### src/rtl/lldp_frame_peer_mac_extractor_defines.svh
// Assertion macros for the LLDP peer MAC extractor.
// Used by the top level; expects i_clk and i_rst_n in scope.
`ifndef LLDP_FRAME_PEER_MAC_EXTRACTOR_DEFINES_SVH
`define LLDP_FRAME_PEER_MAC_EXTRACTOR_DEFINES_SVH

// Same-cycle implication, disabled during reset.
`define LLDPPME_ASSERT_IMP(lbl, ante, cons, msg) \
    lbl: assert property (@(posedge i_clk) disable iff (!i_rst_n) \
        (ante) |-> (cons)) else $error(msg);

// Next-cycle implication, disabled during reset.
`define LLDPPME_ASSERT_NXT(lbl, ante, cons, msg) \
    lbl: assert property (@(posedge i_clk) disable iff (!i_rst_n) \
        (ante) |=> (cons)) else $error(msg);

`endif

### src/rtl/lldppme_pkg.sv
// Shared types and constants for the LLDP peer MAC extractor.
// No dependencies.
`default_nettype none
package lldppme_pkg;

    localparam int MAX_FRAME_BYTES = 2048;
    // wide enough to hold MAX_FRAME_BYTES itself
    localparam int CNT_W           = $clog2(MAX_FRAME_BYTES + 1);
    localparam int MAC_W           = 48;
    localparam int OUT_TDATA_W     = 56;

    typedef struct packed {
        logic       last_byte;
        logic [7:0] frame_byte;
    } t_item;

    // is_lldp in the lowest bit
    typedef struct packed {
        logic [MAC_W-1:0] peer_addr;
        logic             peer_valid;
        logic             forward_blocked;
        logic             is_lldp;
    } t_result;

endpackage
`default_nettype wire

### src/rtl/lldppme_in_reg.sv
// Input register stage for the LLDP peer MAC extractor.
// Depends on lldppme_pkg.
`default_nettype none
module lldppme_in_reg (
    input  wire                 i_clk,
    input  wire                 i_rst_n,
    input  wire                 i_valid,
    output logic                o_ready,
    input  lldppme_pkg::t_item  i_item,
    input  wire                 i_consume,
    output logic                o_valid,
    output lldppme_pkg::t_item  o_item
);
    import lldppme_pkg::*;

    logic  r_valid;
    t_item r_item;

    // refill in the same cycle the held item is consumed
    assign o_ready = !r_valid || i_consume;
    assign o_valid = r_valid;
    assign o_item  = r_item;

    always_ff @(posedge i_clk) begin
        if (!i_rst_n) begin
            r_valid <= 1'b0;
        end else if (o_ready) begin
            r_valid <= i_valid;
        end
    end

    always_ff @(posedge i_clk) begin
        if (o_ready && i_valid) begin
            r_item <= i_item;
        end
    end

endmodule
`default_nettype wire

### src/rtl/lldppme_parser.sv
// Per-byte frame parser: address/ethertype checks, TLV walk, peer latch.
// Depends on lldppme_pkg.
`default_nettype none
module lldppme_parser (
    input  wire                   i_clk,
    input  wire                   i_rst_n,
    input  wire                   i_step,
    input  lldppme_pkg::t_item    i_item,
    output lldppme_pkg::t_result  o_result
);
    import lldppme_pkg::*;

    typedef enum logic [1:0] {
        PH_TYPE,
        PH_LEN,
        PH_BODY
    } t_phase;

    localparam logic [7:0] LLDP_DEST [6] = '{8'h01, 8'h80, 8'hC2, 8'h00, 8'h00, 8'h0E};
    localparam logic [7:0] ETYPE_HI      = 8'h88;
    localparam logic [7:0] ETYPE_LO      = 8'hCC;
    localparam logic [6:0] TLV_END       = 7'd0;
    localparam logic [6:0] TLV_CHASSIS   = 7'd1;
    localparam logic [7:0] SUBTYPE_MAC   = 8'd4;
    localparam logic [8:0] MAC_BODY_LEN  = 9'd7;

    logic [CNT_W-1:0] r_count,    n_count;
    logic [MAC_W-1:0] r_src,      n_src;
    logic             r_dst_ok,   n_dst_ok;
    logic             r_etype_ok, n_etype_ok;
    t_phase           r_phase,    n_phase;
    logic [6:0]       r_kind,     n_kind;
    logic [8:0]       r_len,      n_len;
    logic [8:0]       r_body,     n_body;
    logic             r_chassis,  n_chassis;
    logic [MAC_W-1:0] r_peer,     n_peer;
    logic             r_known,    n_known;

    logic [7:0]       b;
    logic [2:0]       src_idx;
    logic [7:0]       src_byte;
    logic             long_enough;

    assign b        = i_item.frame_byte;
    assign src_idx  = 3'd6 - r_body[2:0];
    assign src_byte = r_src[{src_idx, 3'b000} +: 8];

    always_comb begin
        n_count    = r_count;
        n_src      = r_src;
        n_dst_ok   = r_dst_ok;
        n_etype_ok = r_etype_ok;
        n_phase    = r_phase;
        n_kind     = r_kind;
        n_len      = r_len;
        n_body     = r_body;
        n_chassis  = r_chassis;
        n_peer     = r_peer;
        n_known    = r_known;

        // drop bytes beyond the maximum frame size
        if (r_count < CNT_W'(MAX_FRAME_BYTES)) begin
            n_count = r_count + CNT_W'(1);
            if (r_count < CNT_W'(6)) begin
                if (b != LLDP_DEST[r_count[2:0]]) n_dst_ok = 1'b0;
            end else if (r_count < CNT_W'(12)) begin
                n_src = {r_src[MAC_W-9:0], b};
            end else if (r_count == CNT_W'(12)) begin
                if (b != ETYPE_HI) n_etype_ok = 1'b0;
            end else if (r_count == CNT_W'(13)) begin
                if (b != ETYPE_LO) n_etype_ok = 1'b0;
            end else begin
                unique case (r_phase)
                    PH_TYPE: begin
                        n_kind  = b[7:1];
                        n_len   = {b[0], 8'h00};
                        n_phase = PH_LEN;
                    end
                    PH_LEN: begin
                        n_len  = {r_len[8], b};
                        n_body = 9'd0;
                        if (r_kind == TLV_END || n_len == 9'd0) begin
                            n_phase = PH_TYPE;
                        end else begin
                            n_chassis = (r_kind == TLV_CHASSIS);
                            n_phase   = PH_BODY;
                        end
                    end
                    PH_BODY: begin
                        if (r_body == 9'd0) begin
                            if (b != SUBTYPE_MAC) n_chassis = 1'b0;
                        end else if (r_body <= 9'd6) begin
                            if (src_byte != b) n_chassis = 1'b0;
                        end
                        n_body = r_body + 9'd1;
                        if (n_body >= r_len) begin
                            if (r_kind == TLV_CHASSIS && n_chassis &&
                                r_len >= MAC_BODY_LEN && r_dst_ok && r_etype_ok) begin
                                n_peer  = r_src;
                                n_known = 1'b1;
                            end
                            n_phase = PH_TYPE;
                        end
                    end
                    default: n_phase = PH_TYPE;
                endcase
            end
        end

        long_enough              = n_count >= CNT_W'(16);
        o_result.forward_blocked = long_enough && n_etype_ok;
        o_result.is_lldp         = long_enough && n_etype_ok && n_dst_ok;
        o_result.peer_valid      = n_known;
        o_result.peer_addr       = n_peer;
    end

    always_ff @(posedge i_clk) begin
        if (!i_rst_n || (i_step && i_item.last_byte)) begin
            // restart per-frame state; peer survives frame ends
            r_count    <= '0;
            r_src      <= '0;
            r_dst_ok   <= 1'b1;
            r_etype_ok <= 1'b1;
            r_phase    <= PH_TYPE;
            r_kind     <= '0;
            r_len      <= '0;
            r_body     <= '0;
            r_chassis  <= 1'b0;
        end else if (i_step) begin
            r_count    <= n_count;
            r_src      <= n_src;
            r_dst_ok   <= n_dst_ok;
            r_etype_ok <= n_etype_ok;
            r_phase    <= n_phase;
            r_kind     <= n_kind;
            r_len      <= n_len;
            r_body     <= n_body;
            r_chassis  <= n_chassis;
        end
    end

    always_ff @(posedge i_clk) begin
        if (!i_rst_n) begin
            r_peer  <= '0;
            r_known <= 1'b0;
        end else if (i_step) begin
            r_peer  <= n_peer;
            r_known <= n_known;
        end
    end

endmodule
`default_nettype wire

### src/rtl/lldppme_out_reg.sv
// Result register for the LLDP peer MAC extractor.
// Depends on lldppme_pkg.
`default_nettype none
module lldppme_out_reg (
    input  wire                   i_clk,
    input  wire                   i_rst_n,
    input  wire                   i_load,
    input  lldppme_pkg::t_result  i_result,
    output logic                  o_free,
    output logic                  o_valid,
    input  wire                   i_ready,
    output lldppme_pkg::t_result  o_result
);
    import lldppme_pkg::*;

    logic    r_valid;
    t_result r_result;

    assign o_free   = !r_valid || i_ready;
    assign o_valid  = r_valid;
    assign o_result = r_result;

    always_ff @(posedge i_clk) begin
        if (!i_rst_n) begin
            r_valid <= 1'b0;
        end else if (i_load) begin
            r_valid <= 1'b1;
        end else if (i_ready) begin
            r_valid <= 1'b0;
        end
    end

    always_ff @(posedge i_clk) begin
        if (i_load) begin
            r_result <= i_result;
        end
    end

endmodule
`default_nettype wire

### src/rtl/lldp_frame_peer_mac_extractor.sv
// LLDP peer MAC extractor. Frame bytes enter on the slave stream, one
// transaction per byte, destination address first, tlast on the final byte.
// Each byte passes an input register and then updates the parser state; a byte
// is taken every cycle but for pauses. One result transaction leaves on the
// master stream per frame, valid once its last byte has passed the input and
// result registers, or later while the previous result still waits. Intake
// pauses only when a last byte is held while the previous result is not taken.
// Depends on lldppme_pkg, lldppme_in_reg, lldppme_parser, lldppme_out_reg and
// lldp_frame_peer_mac_extractor_defines.svh.
`default_nettype none
`include "lldp_frame_peer_mac_extractor_defines.svh"
module lldp_frame_peer_mac_extractor (
    input  wire         i_clk,
    input  wire         i_rst_n,
    input  wire         i_s_tvalid,
    output logic        o_s_tready,
    input  wire  [7:0]  i_s_tdata,   // [7:0] frame_byte
    input  wire         i_s_tlast,   // last_byte
    output logic        o_m_tvalid,
    input  wire         i_m_tready,
    // [0] is_lldp, [1] forward_blocked, [2] peer_valid, [50:3] peer_addr, rest zero
    output logic [55:0] o_m_tdata
);
    import lldppme_pkg::*;

    t_item   in_item, held_item;
    logic    held_valid;
    logic    step;
    logic    out_free;
    t_result parse_result, out_result;
    logic    m_lldp;
    logic    m_no_peer;
    logic    m_stuck;
    logic    m_peer_take;
    logic    m_peer_seen;

    assign in_item.frame_byte = i_s_tdata;
    assign in_item.last_byte  = i_s_tlast;

    // a last byte waits until the result register can take its result
    assign step = held_valid && (!held_item.last_byte || out_free);

    lldppme_in_reg u_in_reg (
        .i_clk     (i_clk),
        .i_rst_n   (i_rst_n),
        .i_valid   (i_s_tvalid),
        .o_ready   (o_s_tready),
        .i_item    (in_item),
        .i_consume (step),
        .o_valid   (held_valid),
        .o_item    (held_item)
    );

    lldppme_parser u_parser (
        .i_clk    (i_clk),
        .i_rst_n  (i_rst_n),
        .i_step   (step),
        .i_item   (held_item),
        .o_result (parse_result)
    );

    lldppme_out_reg u_out_reg (
        .i_clk    (i_clk),
        .i_rst_n  (i_rst_n),
        .i_load   (step && held_item.last_byte),
        .i_result (parse_result),
        .o_free   (out_free),
        .o_valid  (o_m_tvalid),
        .i_ready  (i_m_tready),
        .o_result (out_result)
    );

    assign o_m_tdata = {(OUT_TDATA_W - $bits(t_result))'(0), out_result};

    assign m_lldp      = o_m_tvalid && out_result.is_lldp;
    assign m_no_peer   = o_m_tvalid && !out_result.peer_valid;
    assign m_stuck     = o_m_tvalid && !i_m_tready;
    assign m_peer_take = o_m_tvalid && i_m_tready && out_result.peer_valid;
    assign m_peer_seen = !o_m_tvalid || out_result.peer_valid;

    `LLDPPME_ASSERT_IMP(a_lldp_blk, m_lldp, out_result.forward_blocked, "lldp not blocked")
    `LLDPPME_ASSERT_IMP(a_no_peer_zero, m_no_peer, out_result.peer_addr == '0, "stale peer")
    `LLDPPME_ASSERT_IMP(a_stall_cause, !o_s_tready, m_stuck, "intake stalled")
    `LLDPPME_ASSERT_NXT(a_peer_keep, m_peer_take, m_peer_seen, "peer_valid dropped")

endmodule
`default_nettype wire
### config.mk
export PLATFORM = sky130hd
export DESIGN_NAME = lldp_frame_peer_mac_extractor
export DESIGN_NICKNAME = d
export VERILOG_FILES = /design/src/rtl/lldppme_pkg.sv /design/src/rtl/lldppme_in_reg.sv /design/src/rtl/lldppme_parser.sv /design/src/rtl/lldppme_out_reg.sv /design/src/rtl/lldp_frame_peer_mac_extractor.sv
export VERILOG_INCLUDE_DIRS = /design/src /design/src/rtl
export SDC_FILE = /design/constraint.sdc
export NUM_CORES = 1
export LEC_CHECK = 0
export BUFFER_PORTS_ARGS = -buffer_cell sky130_fd_sc_hd__buf_2
export CAP_MARGIN = 20
export CORE_MARGIN = 2
export CORE_UTILIZATION = 48
export CTS_BUF_LIST = sky130_fd_sc_hd__clkbuf_16
export DETAILED_ROUTE_END_ITERATION = 12
export PLACE_DENSITY = 0.73
export SYNTH_ARGS = -nofsm -noshare
export SYNTH_HDL_FRONTEND = slang
export SYNTH_SLANG_ARGS = --single-unit
### constraint.sdc
create_clock -name i_clk -period 4.4 [get_ports i_clk]
set_clock_uncertainty 0.05 [all_clocks]
set_input_delay 0.22 -clock i_clk [delete_from_list [all_inputs] [get_ports i_clk]]
set_output_delay 0.22 -clock i_clk [all_outputs]
set_load 0.03 [all_outputs]
==> out/qor.yml, run 1 <==
min_to: "u_parser.r_count[9]$_SDFFE_PP0P_"
fp.dieArea_um2: 20300
arrival_ns: 4.17
grt_max_degree: 101
start_util_pct: 49.0
rows: 50
timing.rr.start: "u_parser.r_body[0]$_SDFFE_PP0P_"
htree_levels: 1
slew_headroom_pct: 33.7
drtAntennaViolNets: 0
layout.nets: 1038
placedCellCount: 1206
holdCritStartpoint: "i_rst_n"
hpwl_um: 13400
worstReg2RegEnd: "u_parser.r_peer[21]$_SDFFE_PN0P_"
ir_worst_vdd_uv: 318
path_class: "reg -> reg"
coreArea_um2: 18800
grt_overflow: 0
cts_max_path_buffers: 3
synth-edff-count: 60
final.period_utilization_pct: 86.5
path_cells: "buf_4 > ha_1 > and3_1 > nand3_1 > xnor2_1 > ha_1 > nand2_1 > o21ai_0 > a21oi_1 > o21ai_0 > o2111ai_1 > o21ai_4 > buf_4 > mux2i_1"
clock.fmax_ghz: 0.263
synth_top_area_share_pct: 30.7
power_density_nw_per_um2: 354
synthTopCellsByCount: "nand2_1 (238), dfxtp_1 (141), a21oi_1 (74)"
antenna_found_initial: 0
cts-buffers-inserted: 21
grt_pass1_vias: 6823
synth_seq_cells: 201
drive_gt1_share_pct: 16.2
vias: 6995
port_buffers: 65
worst_path_max_delay_cell: "buf_4"
cts_tree: "yes"
ios: 71
worst_hold_path_type: "in -> reg"
routed_via_density: 5.58
hold_path_depth: 3
netlist_area_um2: 9190
setup.worst_path.end_class: "flop"
holdWs_ns: 0.0653
finalSetupViolCount: 0
fin_area_um2: 10400
critPathMaxFanout: 35
rsz0062_at_grt: "false"
yosysWarnings: 0
synth_cell_type_count: 58
n_antenna_cell: 0
syn-instance-count: 953
start_kind: "flop"
dr.pass1.iters: 5
status: "finished, final reports clean"
tightestPinTransition_ns: 0.995
clk_latency_ns: 0.50
placedInstanceArea_um2: 9660
cts.sinks: 201
grtUsageTotal_pct: 20.4
routed_wl_um: 20400
min_period_ns: 3.81
yosysSeqAreaShare_pct: 50.3
cts_resized: 0
p_leak_nw: 3.52
drc: 0
wl_per_cell_um: 16.3
drv_cap: 0
setup_tns_ns: 0
max_stage_delay_ns: 0.54
synthArstFlopShare_pct: 0
die-height_um: 142
root_buffer: "clkbuf_16"
ys_top_cells_by_area: "dfxtp_1 (31%), edfxtp_1 (20%), nand2_1 (9.7%), mux2i_1 (6.4%), mux2_2 (4.9%)"
worstRegToRegCells: 14
clkTransAtPathRegs_ns: 0.06
ys.flop_type: "dfxtp_1"
synth_most_common_cell: "nand2_1"
drtIter0Drc: 520
setup_ws_ns: 0.593
grt_pass1_wl_um: 33800
synth.avg_cell_area_um2: 9.65
drv_slew: 0
dpl_worst_slack_ns: 0.595
gp_congestion: 0.873
hold_viol: 0
die_w_um: 142
required_ns: 4.76
rrSetupSlack_ns: 0.59
area_growth_pct: 12.8
yosysTopAreaCell: "dfxtp_1"
stdcell_count: 1254
-- final cells by class --
class / count / area, um^2
Multi-Input combinational cell: 672 / 4230
Clock buffer: 21 / 526
Tap cell: 234 / 293
Clock inverter: 16 / 68.8
Fill cell: 1643 / 8400
Inverter: 20 / 75.1
Sequential cell: 201 / 4620
Timing Repair Buffer: 90 / 551
-- critical path, delay by kind of cell, from the launching register on --
family	cells	cell delay, ns
AOI/OAI and AO/OA	5	1.10
buffers and inverters	2	0.79
adders and majority gates	2	0.51
and+or+nand+nor	3	0.45
DFF	1	0.35
muxes	1	0.27
xor gates and xnor gates	1	0.17
-- state kept, by name, summed over array words and instances (netlist names) --
name	flops
u_in_reg.o_item	9
u_parser.r_chassis	1
u_parser.r_etype_ok	1
u_in_reg.o_valid	1
u_out_reg.o_valid	1
u_parser.r_peer	48
u_parser.r_phase	2
u_parser.r_count	12
u_parser.r_dst_ok	1
u_parser.r_src	48
u_parser.r_kind	7
u_out_reg.o_result	51
u_parser.r_len	9
u_parser.r_known	1
u_parser.r_body	9
-- how the worst max path moves through the flow --
stage                                               start  depth (start not counted)                               end  slack (ns)
final                     u_parser.r_body[0]$_SDFFE_PP0P_                         14  u_parser.r_peer[21]$_SDFFE_PN0P_        0.59
after global routing      u_parser.r_body[0]$_SDFFE_PP0P_                         14  u_out_reg.o_result[29]$_DFFE_PP_        0.26
after CTS                 u_parser.r_body[0]$_SDFFE_PP0P_                         14  u_out_reg.o_result[35]$_DFFE_PP_        0.59
after detailed placement  u_parser.r_body[0]$_SDFFE_PP0P_                         14  u_out_reg.o_result[35]$_DFFE_PP_        0.60
after global placement    u_parser.r_body[1]$_SDFFE_PP0P_                         10  u_out_reg.o_result[43]$_DFFE_PP_        0.68
after floorplan           u_parser.r_body[0]$_SDFFE_PP0P_                         14  u_out_reg.o_result[10]$_DFFE_PP_        0.70
-- placed cells by master, fill, tap and decap left out, types with 8 or more instances in the layout --
cell,n
nor2_1,46
mux2_2,40
dfxtp_1,141
edfxtp_1,60
buf_2,66
o21ai_0,13
a21oi_1,74
dlygate4sd3_1,11
mux4_2,8
xnor2_1,18
buf_4,12
mux2_1,9
nor3_1,10
inv_1,22
a22oi_1,8
clkbuf_16,21
nand3_1,31
nor4_1,10
nand2_1,237
ha_1,19
mux2i_1,59
xor2_1,13
-- cell families (layout without fill, tap and decap cells) --
family	count (synthesis)	in the layout	synth area share [%]
XOR/XNOR	31	31	2.95
AO/OA/AOI/OAI	125	125	8.11
other	1	5	0.0408
buffers and inverters	84	147	4.01
adder cells (fa/ha/maj)	19	19	2.59
flip-flops	201	201	50.3
AND/OR/NAND/NOR	376	376	17.6
multiplexers	116	116	14.4
-- power by group --
part / switching [mW] / internal [mW]
Combinational: 0.109 / 0.0414
Clock: 0.703 / 0.862
Sequential: 0.0237 / 1.93
Total: 0.836 / 2.83
-- through the flow --
step | total power [mW] | utilization [%]
global route | 3.80 | 55.2
detailed placement | 2.14 | 51.5
global placement | 2.13 | 51.5
finish | 3.67 | 55.2
floorplan | 2.09 | -
CTS | 3.70 | 55.2
-- what timing repair did --
action / CTS / global route
hold buffers: 11 / 0
buffers inserted: 0 / 0
hold endpoints to repair: 11 / 0
-- routing by layer --
metal | vias up | global-route usage, % | wire (um)
met2 | 187 | 33.9 | 9640
li1 | 3396 | - | -
met3 | 30 | 3.53 | 1080
met5 | - | 0 | 0
met1 | 3382 | 27.7 | 9290
met4 | 0 | 5.00 | 383
Note: power is estimated with default switching activity, not from simulation.
==> run 2: changes to the inputs <==
--- a/config.mk
+++ b/config.mk
@@ -6,13 +6,13 @@
 export SDC_FILE = /design/constraint.sdc
 export NUM_CORES = 1
 export LEC_CHECK = 0
-export BUFFER_PORTS_ARGS = -buffer_cell sky130_fd_sc_hd__buf_2
 export CAP_MARGIN = 20
 export CORE_MARGIN = 2
 export CORE_UTILIZATION = 48
 export CTS_BUF_LIST = sky130_fd_sc_hd__clkbuf_16
 export DETAILED_ROUTE_END_ITERATION = 12
-export PLACE_DENSITY = 0.73
+export DONT_BUFFER_PORTS = 1
+export PLACE_DENSITY = 0.7
 export SYNTH_ARGS = -nofsm -noshare
 export SYNTH_HDL_FRONTEND = slang
 export SYNTH_SLANG_ARGS = --single-unit
==> run 2 against run 1 <==
  * The run now ends with hold timing left
  * Clock power increased by 8%
  * Total power increased by 3.2%
  * Cell area decreased by 2.2%
  * Combinational power decreased by 38%
  * Non-clock buffer count decreased by 65
  * Via count decreased by 4.8%
  * Core utilization decreased by 1.2 points
  * Critical path type unchanged
==> out/qor.yml, run 2 (same netlist as run 1, synthesis figures left out) <==
n_antenna_cell: 0  # unchanged
setup.worst_path.end_class: "flop"
vias: 6658  # -4.8%
gp_congestion: 0.855  # -2.0%
routed_wl_um: 19900  # -2.3%
cts_tree: "yes"
fp.dieArea_um2: 20300  # unchanged
critPathMaxFanout: 39  # +11%
rsz0062_at_grt: "false"
intPower_mw: 2.94  # +4.0%
final_cell_mix: "nand2_1 (237), dfxtp_1 (141), a21oi_1 (74), edfxtp_1 (60), mux2i_1 (59)"
violations: "hold timing"
antenna_found_initial: 0  # unchanged
htree_levels: 1  # unchanged
p_leak_nw: 3.35  # -4.9%
tightestPinTransition_ns: 0.954  # -0.0411 ns
die_w_um: 142  # unchanged
cts-buffers-inserted: 21  # unchanged
drive_gt1_share_pct: 11.0  # -5.2 points
cts_max_path_buffers: 3  # unchanged
rows: 50  # unchanged
drtIter0Drc: 445  # -14%
area_growth_pct: 10.3
port_buffers: 0  # -100%
routed_via_density: 5.59  # +0.30%
cts_resized: 0  # unchanged
layout_commonest_cell: "nand2_1"
setup_ws_ns: 0.539  # -0.0542 ns
hold_viol: 1  # +1
ios: 71  # unchanged
grt_max_degree: 101  # unchanged
worst_hold_path_type: "in -> reg"
clk_latency_ns: 0.51  # about the same
grtUsageTotal_pct: 19.7  # -0.63 points
path_cells: "buf_4 > inv_1 > ha_1 > clkinv_1 > or3_1 > nand3_1 > a32oi_1 > o2111ai_1 > a21o_2 > buf_12 > mux2_2"
slew_headroom_pct: 36.3  # +2.6 points
ir_worst_vdd_uv: 306  # -3.8%
die-height_um: 142  # unchanged
dr.pass1.iters: 5  # unchanged
power_density_nw_per_um2: 373  # +5.4%
drv_slew: 0  # unchanged
required_ns: 4.59  # -0.17 ns
coreArea_um2: 18800  # unchanged
clkTransAtPathRegs_ns: 0.06  # about the same
worst_path_max_delay_cell: "ha_1"
switching_share_pct: 22.2  # -0.62 points
clock.fmax_ghz: 0.259  # -1.4%
grt_pass1_wl_um: 32300  # -4.5%
share_comb_of_total_power_pct: 2.5  # -1.6 points
min_period_ns: 3.86  # +0.0542 ns
path_class: "reg -> reg"
drtAntennaViolNets: 0  # unchanged
cts_setup_buffers: 0  # unchanged
p_seq_share_pct: 52.7  # -0.5 points
dpl_worst_slack_ns: 0.580  # -0.0155 ns
arrival_ns: 4.05  # -0.12 ns
power_frac_clock_pct: 44.9  # +2.2 points
holdWs_ns: -0.0297  # -0.0951 ns
final.period_utilization_pct: 87.8  # +1.2 points
setup_tns_ns: 0  # unchanged
hpwl_um: 12800  # -4.8%
drc: 0  # unchanged
grt_pass1_vias: 6210  # -9.0%
fill_cells: 1644  # +0.061%
max_stage_delay_ns: 0.63  # +0.09 ns
status: "complete, but fails checks"
start_util_pct: 49.0  # unchanged
drv_cap: 0  # unchanged
cts.sinks: 201  # unchanged
largest_reg_flops: 51  # unchanged
finalSetupViolCount: 0  # unchanged
layout.nets: 973  # -6.3%
grt_overflow: 0  # unchanged
p_switching_mw: 0.839  # +0.33%
wl_per_cell_um: 16.7  # +2.9%
root_buffer: "clkbuf_16"
start_kind: "flop"
==> run 2: cell count changes in the layout (fill, tap and decap cells not counted) <==
cell,change
inv_6,+1
buf_12,+1
buf_4,-2
nand3_1,-1
inv_1,-2
buf_2,-65
nand3_2,+1
bufinv_16,+2
buf_16,+1
clkinv_2,+1
clkinv_1,-1
==> run 2: path summary, 6_finish.rpt <==
| kind | start | endpoint | slack [ns] | depth (start not counted) |
|---|---|---|---|---|
| max reg2reg | u_parser.r_body[0]$_SDFFE_PP0P_ | u_out_reg.o_result[44]$_DFFE_PP_ | 0.54 | 11 |
| max | u_parser.r_body[0]$_SDFFE_PP0P_ | u_out_reg.o_result[44]$_DFFE_PP_ | 0.54 | 11 |
| min reg2reg | u_parser.r_peer[33]$_SDFFE_PN0P_ | u_parser.r_peer[33]$_SDFFE_PN0P_ | 0.40 | 2 |
| min | i_rst_n | u_parser.r_etype_ok$_SDFFE_PP1P_ | -0.03 | 2 |
==> run 2: layer usage <==
metal | part of all wire, % | up-vias | global-route usage, %
met5 | 0 | - | 0
met2 | 46 | 174 | 31.4
met1 | 47 | 3185 | 27.8
met4 | 2.0 | 0 | 5.52
li1 | - | 3266 | -
met3 | 5.5 | 33 | 3.40
==> run 2: what timing repair did <==
item / CTS / global route
hold endpoints to repair: 61 / 0
hold buffers: 12 / 0
setup endpoints to repair: 0 / 0
==> run 2: cell type report <==
cell class / count / area (um^2) / share of cell area [%]
tap: 234 / 293 / 2.89
multi-input combinational: 672 / 4240 / 41.8
sequential: 201 / 4620 / 45.6
inverter: 20 / 75.1 / 0.740
clock buffer: 21 / 526 / 5.18
clock inverter: 17 / 131 / 1.30
timing repair buffer: 25 / 258 / 2.54
==> run 2: power by group through the flow <==
stage	sequential, mW	clock, mW	combinational, mW
finish	1.99	1.70	0.0930
floorplan	2.01	0	0.0786
global route	1.99	1.81	0.102
global placement	2.03	0	0.0690
detailed placement	2.03	0	0.0690
CTS	1.99	1.74	0.0928
==> run 2: stage by stage <==
| stage | total power, mW | util, % | instance area (um^2) | hold slack, ns | std cells |
|---|---|---|---|---|---|
| 2_1_floorplan | 2.09 | - | 9210 | 0.269 | 957 |
| 3_3_place_gp | 2.10 | 49.8 | 9340 | 0.252 | 1139 |
| 3_5_place_dp | 2.10 | 49.8 | 9350 | 0.254 | 1140 |
| 4_1_cts | 3.83 | 54.0 | 10100 | 0.0147 | 1190 |
| 5_1_grt | 3.91 | 54.0 | 10100 | 0.0222 | 1190 |
| 6_report | 3.78 | 54.0 | 10100 | -0.0297 | 1190 |
==> run 2: worst max-delay path, delay by kind of cell (launching register included) <==
kind                       cells  cell delay, ns
AOI/OAI and AO/OA              3            0.62
adders and majority gates      1            0.63
DFF                            1            0.35
and+or+nand+nor                2            0.53
buffers and inverters          4            0.99
muxes                          1            0.38
